File: config.mk
export PLATFORM = sky130hd
export DESIGN_NAME = hex_length_frame_receiver
export DESIGN_NICKNAME = d
export VERILOG_FILES = /design/src/rtl/hlfr_pkg.sv /design/src/rtl/hex_length_frame_receiver.sv /design/src/rtl/hlfr_frame.sv /design/src/rtl/hlfr_out_buf.sv
export VERILOG_INCLUDE_DIRS = /design/src /design/src/rtl
export SDC_FILE = /design/constraint.sdc
export NUM_CORES = 1
export LEC_CHECK = 0
export ABC_AREA = 0
export BUFFER_PORTS_ARGS = -buffer_cell sky130_fd_sc_hd__buf_2
export CORE_MARGIN = 8
export CORE_UTILIZATION = 37
export CTS_CLUSTER_SIZE = 14
export DETAILED_ROUTE_END_ITERATION = 8
export PLACE_DENSITY = 0.61
export SLEW_MARGIN = 40
export SYNTH_ARGS = -nofsm -noshare
export SYNTH_HDL_FRONTEND = slang
export SYNTH_HIERARCHICAL = 1
export SYNTH_SLANG_ARGS = --single-unit
File: constraint.sdc
create_clock -name i_clk -period 4.6 [get_ports i_clk]
set_input_delay 0 -clock i_clk [delete_from_list [all_inputs] [get_ports i_clk]]
set_output_delay 0 -clock i_clk [all_outputs]
set_load 0.02 [all_outputs]
File: src/rtl/hex_length_frame_receiver_macros.svh
// ----------------------------------------------------------------------------
// Assertion macros for the hex length frame receiver
// Concurrent assertion helpers that compile to nothing under synthesis.
// ----------------------------------------------------------------------------
`ifndef HEX_LENGTH_FRAME_RECEIVER_MACROS_SVH
`define HEX_LENGTH_FRAME_RECEIVER_MACROS_SVH

`ifndef SYNTHESIS
`define HLFR_ASSERT(label, clk, rst_n, prop) \
    label: assert property (@(posedge clk) disable iff (!rst_n) (prop)) \
        else $error("hlfr assertion failed");
`define HLFR_ASSERT_NEXT(label, clk, rst_n, ante, cons) \
    `HLFR_ASSERT(label, clk, rst_n, (ante) |=> (cons))
`else
`define HLFR_ASSERT(label, clk, rst_n, prop)
`define HLFR_ASSERT_NEXT(label, clk, rst_n, ante, cons)
`endif

`endif

File: src/rtl/hlfr_pkg.sv
// ----------------------------------------------------------------------------
// hlfr_pkg
// Shared types, codes and helpers of the hex length frame receiver.
// ----------------------------------------------------------------------------
package hlfr_pkg;

    localparam logic [7:0]  SYNC_FIRST_RESET  = 8'd12;
    localparam logic [7:0]  SYNC_SECOND_RESET = 8'd10;
    localparam logic [15:0] LEN_OVERHEAD      = 16'd5;
    localparam logic [15:0] SIZE_CHARS        = 16'd5;
    localparam logic [15:0] LEN_DIGITS        = 16'd4;
    localparam logic [15:0] CHECK_CHARS       = 16'd4;

    localparam logic CFG_SYNC_FIRST  = 1'b0;
    localparam logic CFG_SYNC_SECOND = 1'b1;

    typedef enum logic [1:0] {
        KIND_DATA = 2'd0,
        KIND_ACK  = 2'd1,
        KIND_NAK  = 2'd2
    } t_kind;

    typedef struct packed {
        t_kind      kind;
        logic [7:0] payload;
        logic       last_payload;
    } t_item;

    typedef struct packed {
        logic  valid;
        t_item item;
    } t_result;

    typedef struct packed {
        logic       wr_en;
        logic       index;
        logic [7:0] data;
    } t_cfg_wr;

    function automatic logic [3:0] hex_digit(input logic [7:0] c);
        logic [7:0] v;
        begin
            v = (c < 8'd58) ? (c - 8'd48) : (c - 8'd55);
            return v[3:0];
        end
    endfunction

endpackage

File: src/rtl/hex_length_frame_receiver.sv
// ----------------------------------------------------------------------------
// hex_length_frame_receiver
// Byte stream frame receiver with hex length and checksum, stream interface.
// ----------------------------------------------------------------------------
// Received bytes enter on the s_axis channel, one byte per beat in tdata.
// Results leave on the m_axis channel: tuser carries the kind (payload byte,
// ack or nak), tdata the payload byte and tlast the final payload byte of a
// frame. Header, size and checksum bytes produce no beat; the end byte of a
// frame produces the ack or nak beat.
// The sync bytes are set through the write port: index 0 is the first sync
// byte, index 1 the second. Write them only while the block is idle.
// A byte accepted at one edge is held in the input register, passes the
// frame parser and is registered in the output buffer before it is visible
// on m_axis. One byte is accepted every cycle while s_axis_tready is high;
// the parser state update is a single compare, add and shift per byte.
// When m_axis stalls, a skid stage absorbs one more result; after that,
// s_axis_tready drops whenever the held byte would produce a further result,
// until a beat leaves on m_axis. s_axis_tready does not depend
// combinationally on m_axis_tready.
// Reset (synchronous, active low) empties both registers, returns the parser
// to the first header byte and restores the sync bytes to 12 and 10.
// ----------------------------------------------------------------------------
module hex_length_frame_receiver (
    input  logic       i_clk,
    input  logic       i_rst_n,
    input  logic       i_cfg_wr_en,
    input  logic       i_cfg_index,
    input  logic [7:0] i_cfg_wr_data,
    input  logic       s_axis_tvalid,
    output logic       s_axis_tready,
    input  logic [7:0] s_axis_tdata,   // [7:0] rx_byte
    output logic       m_axis_tvalid,
    input  logic       m_axis_tready,
    output logic [7:0] m_axis_tdata,   // [7:0] payload
    output logic [1:0] m_axis_tuser,   // [1:0] kind
    output logic       m_axis_tlast    // last_payload
);

    logic              r_in_valid;
    logic [7:0]        r_in_byte;
    hlfr_pkg::t_result w_res;
    hlfr_pkg::t_cfg_wr w_cfg;
    hlfr_pkg::t_item   w_out_item;
    logic              w_space;
    logic              w_adv;

    assign w_cfg.wr_en = i_cfg_wr_en;
    assign w_cfg.index = i_cfg_index;
    assign w_cfg.data  = i_cfg_wr_data;

    assign w_adv         = r_in_valid && (!w_res.valid || w_space);
    assign s_axis_tready = !r_in_valid || w_adv;

    always_ff @(posedge i_clk) begin
        if (!i_rst_n) begin
            r_in_valid <= 1'b0;
        end else if (s_axis_tready) begin
            r_in_valid <= s_axis_tvalid;
        end
        if (s_axis_tvalid && s_axis_tready) begin
            r_in_byte <= s_axis_tdata;
        end
    end

    hlfr_frame u_frame (
        .i_clk   (i_clk),
        .i_rst_n (i_rst_n),
        .i_cfg   (w_cfg),
        .i_step  (w_adv),
        .i_byte  (r_in_byte),
        .o_res   (w_res)
    );

    hlfr_out_buf u_out_buf (
        .i_clk   (i_clk),
        .i_rst_n (i_rst_n),
        .i_push  (w_adv && w_res.valid),
        .i_item  (w_res.item),
        .o_space (w_space),
        .o_valid (m_axis_tvalid),
        .i_ready (m_axis_tready),
        .o_item  (w_out_item)
    );

    assign m_axis_tdata = w_out_item.payload;
    assign m_axis_tuser = w_out_item.kind;
    assign m_axis_tlast = w_out_item.last_payload;

endmodule

File: src/rtl/hlfr_frame.sv
// ----------------------------------------------------------------------------
// hlfr_frame
// Frame parser: header pair check, size and checksum decode, running sum.
// ----------------------------------------------------------------------------
module hlfr_frame (
    input  logic              i_clk,
    input  logic              i_rst_n,
    input  hlfr_pkg::t_cfg_wr i_cfg,
    input  logic              i_step,
    input  logic [7:0]        i_byte,
    output hlfr_pkg::t_result o_res
);

    typedef enum logic [2:0] {
        PH_HDR1  = 3'd0,
        PH_HDR2  = 3'd1,
        PH_SIZE  = 3'd2,
        PH_DATA  = 3'd3,
        PH_CHECK = 3'd4,
        PH_END   = 3'd5
    } t_phase;

    t_phase      r_phase, n_phase;
    logic [7:0]  r_sync_first, r_sync_second;
    logic [7:0]  r_held, n_held;
    logic [15:0] r_pos, n_pos;
    logic [15:0] r_len, n_len;
    logic [23:0] r_sum, n_sum;
    logic [15:0] r_check, n_check;

    logic [16:0] w_pos_inc;
    logic [15:0] w_count;
    logic [23:0] w_sum_add;

    assign w_pos_inc = {1'b0, r_pos} + 17'd1;
    assign w_count   = r_len - hlfr_pkg::LEN_OVERHEAD;
    assign w_sum_add = r_sum + {16'd0, i_byte};

    always_comb begin
        n_phase = r_phase;
        n_held  = r_held;
        n_pos   = r_pos;
        n_len   = r_len;
        n_sum   = r_sum;
        n_check = r_check;
        o_res   = '0;
        case (r_phase)
            PH_HDR2: begin
                if (r_held == r_sync_first && i_byte == r_sync_second) begin
                    n_sum   = {16'd0, r_held} + {16'd0, i_byte};
                    n_pos   = '0;
                    n_len   = '0;
                    n_phase = PH_SIZE;
                end else begin
                    n_phase = PH_HDR1;
                end
            end
            PH_SIZE: begin
                n_sum = w_sum_add;
                if (r_pos < hlfr_pkg::LEN_DIGITS) begin
                    n_len = {r_len[11:0], hlfr_pkg::hex_digit(i_byte)};
                end
                n_pos = w_pos_inc[15:0];
                if (w_pos_inc >= {1'b0, hlfr_pkg::SIZE_CHARS}) begin
                    n_pos   = '0;
                    n_check = '0;
                    if (n_len < hlfr_pkg::LEN_OVERHEAD) begin
                        n_phase = PH_HDR1;
                    end else if (n_len == hlfr_pkg::LEN_OVERHEAD) begin
                        n_phase = PH_CHECK;
                    end else begin
                        n_phase = PH_DATA;
                    end
                end
            end
            PH_DATA: begin
                n_sum                    = w_sum_add;
                o_res.valid              = 1'b1;
                o_res.item.kind          = hlfr_pkg::KIND_DATA;
                o_res.item.payload       = i_byte;
                o_res.item.last_payload  = (w_pos_inc >= {1'b0, w_count});
                if (o_res.item.last_payload) begin
                    n_pos   = '0;
                    n_check = '0;
                    n_phase = PH_CHECK;
                end else begin
                    n_pos = w_pos_inc[15:0];
                end
            end
            PH_CHECK: begin
                n_check = {r_check[11:0], hlfr_pkg::hex_digit(i_byte)};
                n_pos   = w_pos_inc[15:0];
                if (w_pos_inc >= {1'b0, hlfr_pkg::CHECK_CHARS}) begin
                    n_pos   = '0;
                    n_phase = PH_END;
                end
            end
            PH_END: begin
                o_res.valid     = 1'b1;
                o_res.item.kind = (r_sum == {8'd0, r_check}) ? hlfr_pkg::KIND_ACK
                                                             : hlfr_pkg::KIND_NAK;
                n_sum   = '0;
                n_pos   = '0;
                n_phase = PH_HDR1;
            end
            default: begin
                n_held  = i_byte;
                n_phase = PH_HDR2;
            end
        endcase
    end

    always_ff @(posedge i_clk) begin
        if (!i_rst_n) begin
            r_phase       <= PH_HDR1;
            r_held        <= '0;
            r_pos         <= '0;
            r_len         <= '0;
            r_sum         <= '0;
            r_check       <= '0;
            r_sync_first  <= hlfr_pkg::SYNC_FIRST_RESET;
            r_sync_second <= hlfr_pkg::SYNC_SECOND_RESET;
        end else begin
            if (i_step) begin
                r_phase <= n_phase;
                r_held  <= n_held;
                r_pos   <= n_pos;
                r_len   <= n_len;
                r_sum   <= n_sum;
                r_check <= n_check;
            end
            if (i_cfg.wr_en) begin
                if (i_cfg.index == hlfr_pkg::CFG_SYNC_FIRST) begin
                    r_sync_first <= i_cfg.data;
                end else begin
                    r_sync_second <= i_cfg.data;
                end
            end
        end
    end

endmodule

File: src/rtl/hlfr_out_buf.sv
// ----------------------------------------------------------------------------
// hlfr_out_buf
// Result register with a skid stage so the parser keeps running on a stall.
// ----------------------------------------------------------------------------
`include "hex_length_frame_receiver_macros.svh"

module hlfr_out_buf (
    input  logic            i_clk,
    input  logic            i_rst_n,
    input  logic            i_push,
    input  hlfr_pkg::t_item i_item,
    output logic            o_space,
    output logic            o_valid,
    input  logic            i_ready,
    output hlfr_pkg::t_item o_item
);

    logic            r_main_valid, r_skid_valid;
    hlfr_pkg::t_item r_main, r_skid;
    logic            w_pop;

    assign w_pop   = r_main_valid && i_ready;
    assign o_space = !r_skid_valid;
    assign o_valid = r_main_valid;
    assign o_item  = r_main;

    always_ff @(posedge i_clk) begin
        if (!i_rst_n) begin
            r_main_valid <= 1'b0;
            r_skid_valid <= 1'b0;
        end else if (i_push) begin
            if (!r_main_valid || (w_pop && !r_skid_valid)) begin
                r_main_valid <= 1'b1;
                r_main       <= i_item;
            end else if (w_pop) begin
                r_main <= r_skid;
                r_skid <= i_item;
            end else begin
                r_skid_valid <= 1'b1;
                r_skid       <= i_item;
            end
        end else if (w_pop) begin
            r_main_valid <= r_skid_valid;
            r_main       <= r_skid;
            r_skid_valid <= 1'b0;
        end
    end

    `HLFR_ASSERT(a_skid_needs_main, i_clk, i_rst_n, !r_skid_valid || r_main_valid)
    `HLFR_ASSERT(a_push_has_space, i_clk, i_rst_n, !i_push || !r_skid_valid)
    `HLFR_ASSERT_NEXT(a_skid_refills_main, i_clk, i_rst_n, w_pop && r_skid_valid, r_main_valid)

endmodule
---- Word level (Yosys, flattened, before mapping) ----
Index checks and enable logic that the tools add are counted.
cells by class
  $add $sub $neg .......................... 6
  order comparisons ....................... 6
  equal/unequal tests ..................... 16
  multiplexer cells ....................... 34
  bitwise gates (word level) .............. 3
  reduce and logical (&&, ||, !) cells .... 31
operator list
  cell                   count
  $mux 16                8
  $pmux 16 s5            1
  $pmux 24 s3            1
  $pmux 16 s3            1
  $ge 17x3->1 const B    2
  $mux 11                3
  $lt 16x3->1 const B    2
  $pmux 16 s2            1
  $add 24x8->24          1
  $eq 24x16->1           1
  $mux 24                1
  $add 16x1->17 const B  1
  $ge 17x16->1           1
  $eq 16x3->1 const B    1
  $eq 8x8->1             2
  $sub 16x3->16 const B  1
  $mux 3                 5
  $pmux 3 s5             1
  $reduce_and 3->1       5
  $add 8x8->9            1
  $mux 9                 1
  $lt 8x6->1 const B     1
  $ne 2x1->1 const B     4
  $reduce_and 2->1       4
  other kinds (20)       46
word-level totals
  register bits ........................... 132
  input bits .............................. 22
  output and inout bits ................... 13
  logic and storage cells ................. 114

---- Longest topological paths before layout ----
  depth in word-level cells ............... 9
  gate-level depth with buffers ........... 18
  depth with buffers taken out ............ 17

---- Hierarchy ----
The synthesis kept the hierarchy.
modules (own cells, without submodules)
  module                     instances  cells an instance  area an instance (um^2)  sequential area each (um^2)
  hlfr_frame                 1          760                6,326.1                  1,981.9
  hlfr_out_buf               1          60                 1,108.6                  700.7
  hex_length_frame_receiver  1          16                 322.8                    260.2

---- Least setup slack after synthesis ----
Ideal clock, no wire load.
  kind .................................... register to register
  from .................................... register u_frame.r_len[5]
  to ...................................... register u_frame.r_check[10]
  setup time .............................. 0.060 ns
  arrival ................................. 3.518 ns
  required time ........................... 4.540 ns
  slack ................................... 1.022 ns
  stages on the path, launching flop included .. 17
  path buffers ............................ 2
  clock period less this slack ............ 3.578 ns
  path through ............................ dfxtp_1 -> clkbuf_1 -> nor4_1 -> nor2b_1 -> nor2b_1 -> nor4bb_1 -> xnor2_1 -> ha_1 -> a21o_1 -> a21o_1 -> a221o_1 -> or2_1 -> o21ai_1 -> inv_2 -> a31oi_4 -> buf_6 -> a22o_1
between the ends
  longest elaborated chain between the ends .. 4
ends and longest elaborated chain
  element                     line               RTL
  from (decl)                 hlfr_frame.sv:27   logic [15:0] r_len, n_len;
  from (signal assigned)      hlfr_frame.sv:128  r_len <= n_len;
  $sub 16x3->16               hlfr_frame.sv:36   assign w_count = r_len - hlfr_pkg::LEN_OVERHEAD;
  $ge 17x16->1                hlfr_frame.sv:81   o_res.item.last_payload = (w_pos_inc >= {1'b0, w_count});
  $ne 2x1->1 (no line)        --
  $reduce_and 4->1 (no line)  --
  to (signal assigned)        hlfr_frame.sv:130  r_check <= n_check;
  to (decl)                   hlfr_frame.sv:29   logic [15:0] r_check, n_check;
Every way passes these cells.
A chain may end at the register's enable or synchronous reset.

---- Final worst setup path ----
  from .................................... register u_frame.r_len[5]
  to ...................................... register u_frame.r_check[9]
The elaborated chain is that of the path after synthesis.

==> results_dict.tcl <==
set metrics [dict create \
    start_util 0.373 \
    max_stage_delay_ps 410 \
    timing.critical_path.from "u_frame/r_len[5]" \
    hp-class "primary input to flop" \
    grt_pass1_wl_mm 30.3 \
    first_pass_iters 5 \
    synth_fp_nets 897 \
    p_int_uw 2090 \
    grt_use_total 0.143 \
    drive_gt1_frac 0.136 \
    chipHeight_um 161 \
    nets 932 \
    synth_flop_cell "dfxtp_1" \
    layout_setup_ws_ps 617 \
    clk_pin_slew_ps 60 \
    reg2regPathDepth 14 \
    combPwrFrac 0.099 \
    fin_area_um2 8860 \
    path_buf_inv 1 \
    place_area_um2 8110 \
    dpl.cell_count 1109 \
    cp.depth 14 \
    cts_max_path_buffers 2 \
    rows 53 \
    setup_viol 0 \
    fin_skew_ps 9.06 \
    dieArea_um2 25900 \
    worstPathRequired_ps 4970 \
    cts.sinks 132 \
    avgSynthCellArea_um2 9.28 \
    maxCapViolations 0 \
    drt_iter0_drc 481 \
    ff2ff_setup_slack_ps 620 \
    start_kind "flop" \
    place.detailed.hpwl_mm 13.1 \
    root_buffer "clkbuf_16" \
    stdcell_count 1159 \
    ys_async_sr_fraction 0 \
    antenna_found_initial 0 \
    coreArea_um2 20800 \
    syn_inst 836 \
    drv_slew 0 \
    synth.distinct_cells 73 \
    p_sw_frac 0.261 \
    routed_wl_mm 18.6 \
    cts_made_buffers 17 \
    synth-seq-cells 132 \
    worst_pin_slew_ps 838 \
    portBuffers 34 \
    grtUsageMet3 0.0315 \
    pre_cts_slack_ps 685 \
    ant_nets 0 \
    ir_drop_v 0.000240 \
    p_switching_uw 737 \
    path_delay_family "compound AO/OA/AOI/OAI gates" \
    grt_pass1_vias 5850 \
    endpoint "u_frame/r_check[9]" \
    fin_setup_tns_ps 0 \
    insertion_delay_ps 420 \
    hold_path.startpoint "i_cfg_wr_en" \
    finalCritPeriodShare 0.866 \
    busiest_layer "met2" \
    gp_congestion 0.844 \
    cp_cell_sequence "nor4_1, nor2b_1, nor2b_1, nor4bb_1, xnor2_1, ha_1, a21o_1, a21o_1, a221o_1, or2_1, o21ai_1, inv_2, a31oi_4, a22o_1" \
    r2r_start "u_frame/r_len[5]" \
    area_growth_pct 14.2 \
    crit_type "flop to flop" \
    wl_per_cell_um 16.0 \
    overflow 0 \
    synth_edf_count 30 \
    worstPathMaxFanout 16 \
    end_kind "flop" \
    period_minus_slack_ps 3980 \
    fill_cells 2068 \
    fmax_ghz 0.251 \
    yosysWarnings 6 \
    r2r-end "u_frame/r_check[9]" \
    vias_per_cell 5.29 \
    seq_area_frac_synth 0.379 \
    outcome "finished clean" \
    vias 6130 \
    p_leak_uw 0.00380 \
    die_w_um 161 \
    drcViolationCount 0 \
    syn_area_um2 7760 \
    use_met1 0.204 \
    cts_tree "done" \
    power_frac_clock 0.460 \
    crit_slowest_cell "a31oi_4" \
    antenna-diode-count 0 \
    num_io_pins 35 \
    grt_max_degree 41 \
    grtUsageMet2 0.209 \
    finalHoldViolations 0 \
    maxSlewHeadroom 0.437 \
    p_per_area_nw_per_um2 319 \
    seq_power_share 0.442 \
    htreeDepth 4 \
    rsz0062_at_grt "no" \
    worstPathArrival_ps 4350 \
]
[cell usage after synthesis (6+ instances only)]
| master | n | share of area |
|---|---|---|
| nor2b_1 | 11 | 0.0089 |
| a31oi_1 | 7 | 0.0056 |
| dfxtp_1 | 102 | 0.26 |
| a21o_1 | 12 | 0.012 |
| nor4_1 | 14 | 0.011 |
| nand2_1 | 72 | 0.035 |
| nor2_1 | 77 | 0.037 |
| and2_1 | 8 | 0.0065 |
| nand2b_1 | 6 | 0.0048 |
| nor3_1 | 17 | 0.011 |
| a21oi_1 | 41 | 0.026 |
| mux2_4 | 18 | 0.035 |
| buf_4 | 8 | 0.0077 |
| o21ai_0 | 19 | 0.012 |
| xor2_1 | 40 | 0.045 |
| nand4_1 | 18 | 0.015 |
| a211oi_1 | 10 | 0.0097 |
| inv_1 | 24 | 0.012 |
| mux2_2 | 6 | 0.0087 |
| a22oi_1 | 28 | 0.027 |
| clkbuf_1 | 27 | 0.013 |
| a22o_1 | 13 | 0.015 |
| ha_1 | 37 | 0.060 |
| edfxtp_1 | 30 | 0.12 |
| xnor2_1 | 47 | 0.053 |
| mux2i_1 | 13 | 0.017 |
| and3_1 | 18 | 0.015 |
| nand3_1 | 32 | 0.021 |
[stage by stage]
step / total power [uW] / hold slack, ps / util
6_report: 2820 / 76.2 / 0.425
5_1_grt: 2940 / 111 / 0.425
4_1_cts: 2850 / 62.2 / 0.425
3_5_place_dp: 1540 / 179 / 0.389
3_3_place_gp: 1530 / 179 / 0.389
2_1_floorplan: 1460 / 98.9 / -
[layout make-up]
class                           count  area, um2  share of cell area
Clock inverter                     13        124              0.0140
Clock buffer                       19        433              0.0489
Timing Repair Buffer               60        410              0.0463
Multi-Input combinational cell    634       4510               0.509
Tap cell                          275        344              0.0388
Sequential cell                   132       2940               0.332
Inverter                           26       97.6              0.0110
[how the worst min path moves through the flow]
| stage | endpoint | slack [ps] | cells after the start |
|---|---|---|---|
| finish | u_frame/r_sync_second[6] | 80 | 4 |
| floorplan | r_in_byte[0] | 100 | 0 |
| global placement | r_in_byte[0] | 180 | 1 |
| CTS | u_frame/r_sync_second[6] | 60 | 4 |
| detailed placement | r_in_byte[7] | 180 | 1 |
| global route | u_out_buf/o_valid | 110 | 4 |
[flip-flops by register name (all words and copies together) (netlist names), 11 cells and up]
name and cells:
u_out_buf/r_skid 11, u_frame/r_len 16, u_out_buf/o_item 11, u_frame/r_sum 24, u_frame/r_pos 16, u_frame/r_check 16
[per-layer routing]
metal | share of wire | vias to the layer above
li1 | - | 3095
met1 | 0.52 | 2865
met2 | 0.42 | 146
met3 | 0.048 | 24
met4 | 0.014 | 0
met5 | 0 | -
[power by group through the flow]
stage,clock network (uW),registers (uW),logic [uW]
after global routing,1380,1250,310
after CTS,1330,1250,277
after detailed placement,0,1270,263
after global placement,0,1270,260
final,1300,1250,279
after floorplan,0,1270,193
[cells by family after synthesis]
group                    count (synthesis)  share of synthesized area
AO/OA/AOI/OAI                          166                      0.148
XOR/XNOR                                87                     0.0982
adder cells (fa/ha/maj)                 39                     0.0648
buffers and inverters                   70                     0.0413
flip-flops                             132                      0.379
multiplexers                            38                     0.0618
AND/OR/NAND/NOR                        304                      0.206
[worst register-to-register path, delay by kind of cell (launching register included)]
family	cells	cell delay, ps
AOI/OAI and AO/OA	6	1520
xor gates and xnor gates	1	180
adders and majority gates	1	280
buffers and inverters	1	130
DFF	1	380
and+or+nand+nor	5	1440
[layout by cell type (no fill, tap or decap), types with 10 or more instances in the layout]
cell           count
edfxtp_1          30
nand2_1           72
nor2b_1           10
dlygate4sd3_1     18
and3_1            18
a21o_1            12
a22o_1            13
nand3_1           32
o21ai_0           19
ha_1              37
mux2i_1           13
nor3_1            17
a21oi_1           41
mux2_4            18
clkbuf_16         17
nand4_1           18
buf_2             34
xnor2_1           47
dfxtp_1          102
a22oi_1           28
inv_1             23
xor2_1            40
nor4_1            14
nor2_1            77
[what timing repair did]
action                                 4_1_cts  5_1_grt
endpoints found under the hold margin       25        0
hold buffers                                18        0
buffers inserted                             0        0
resized for setup                            0        0
(Power assumes the default switching activity.)
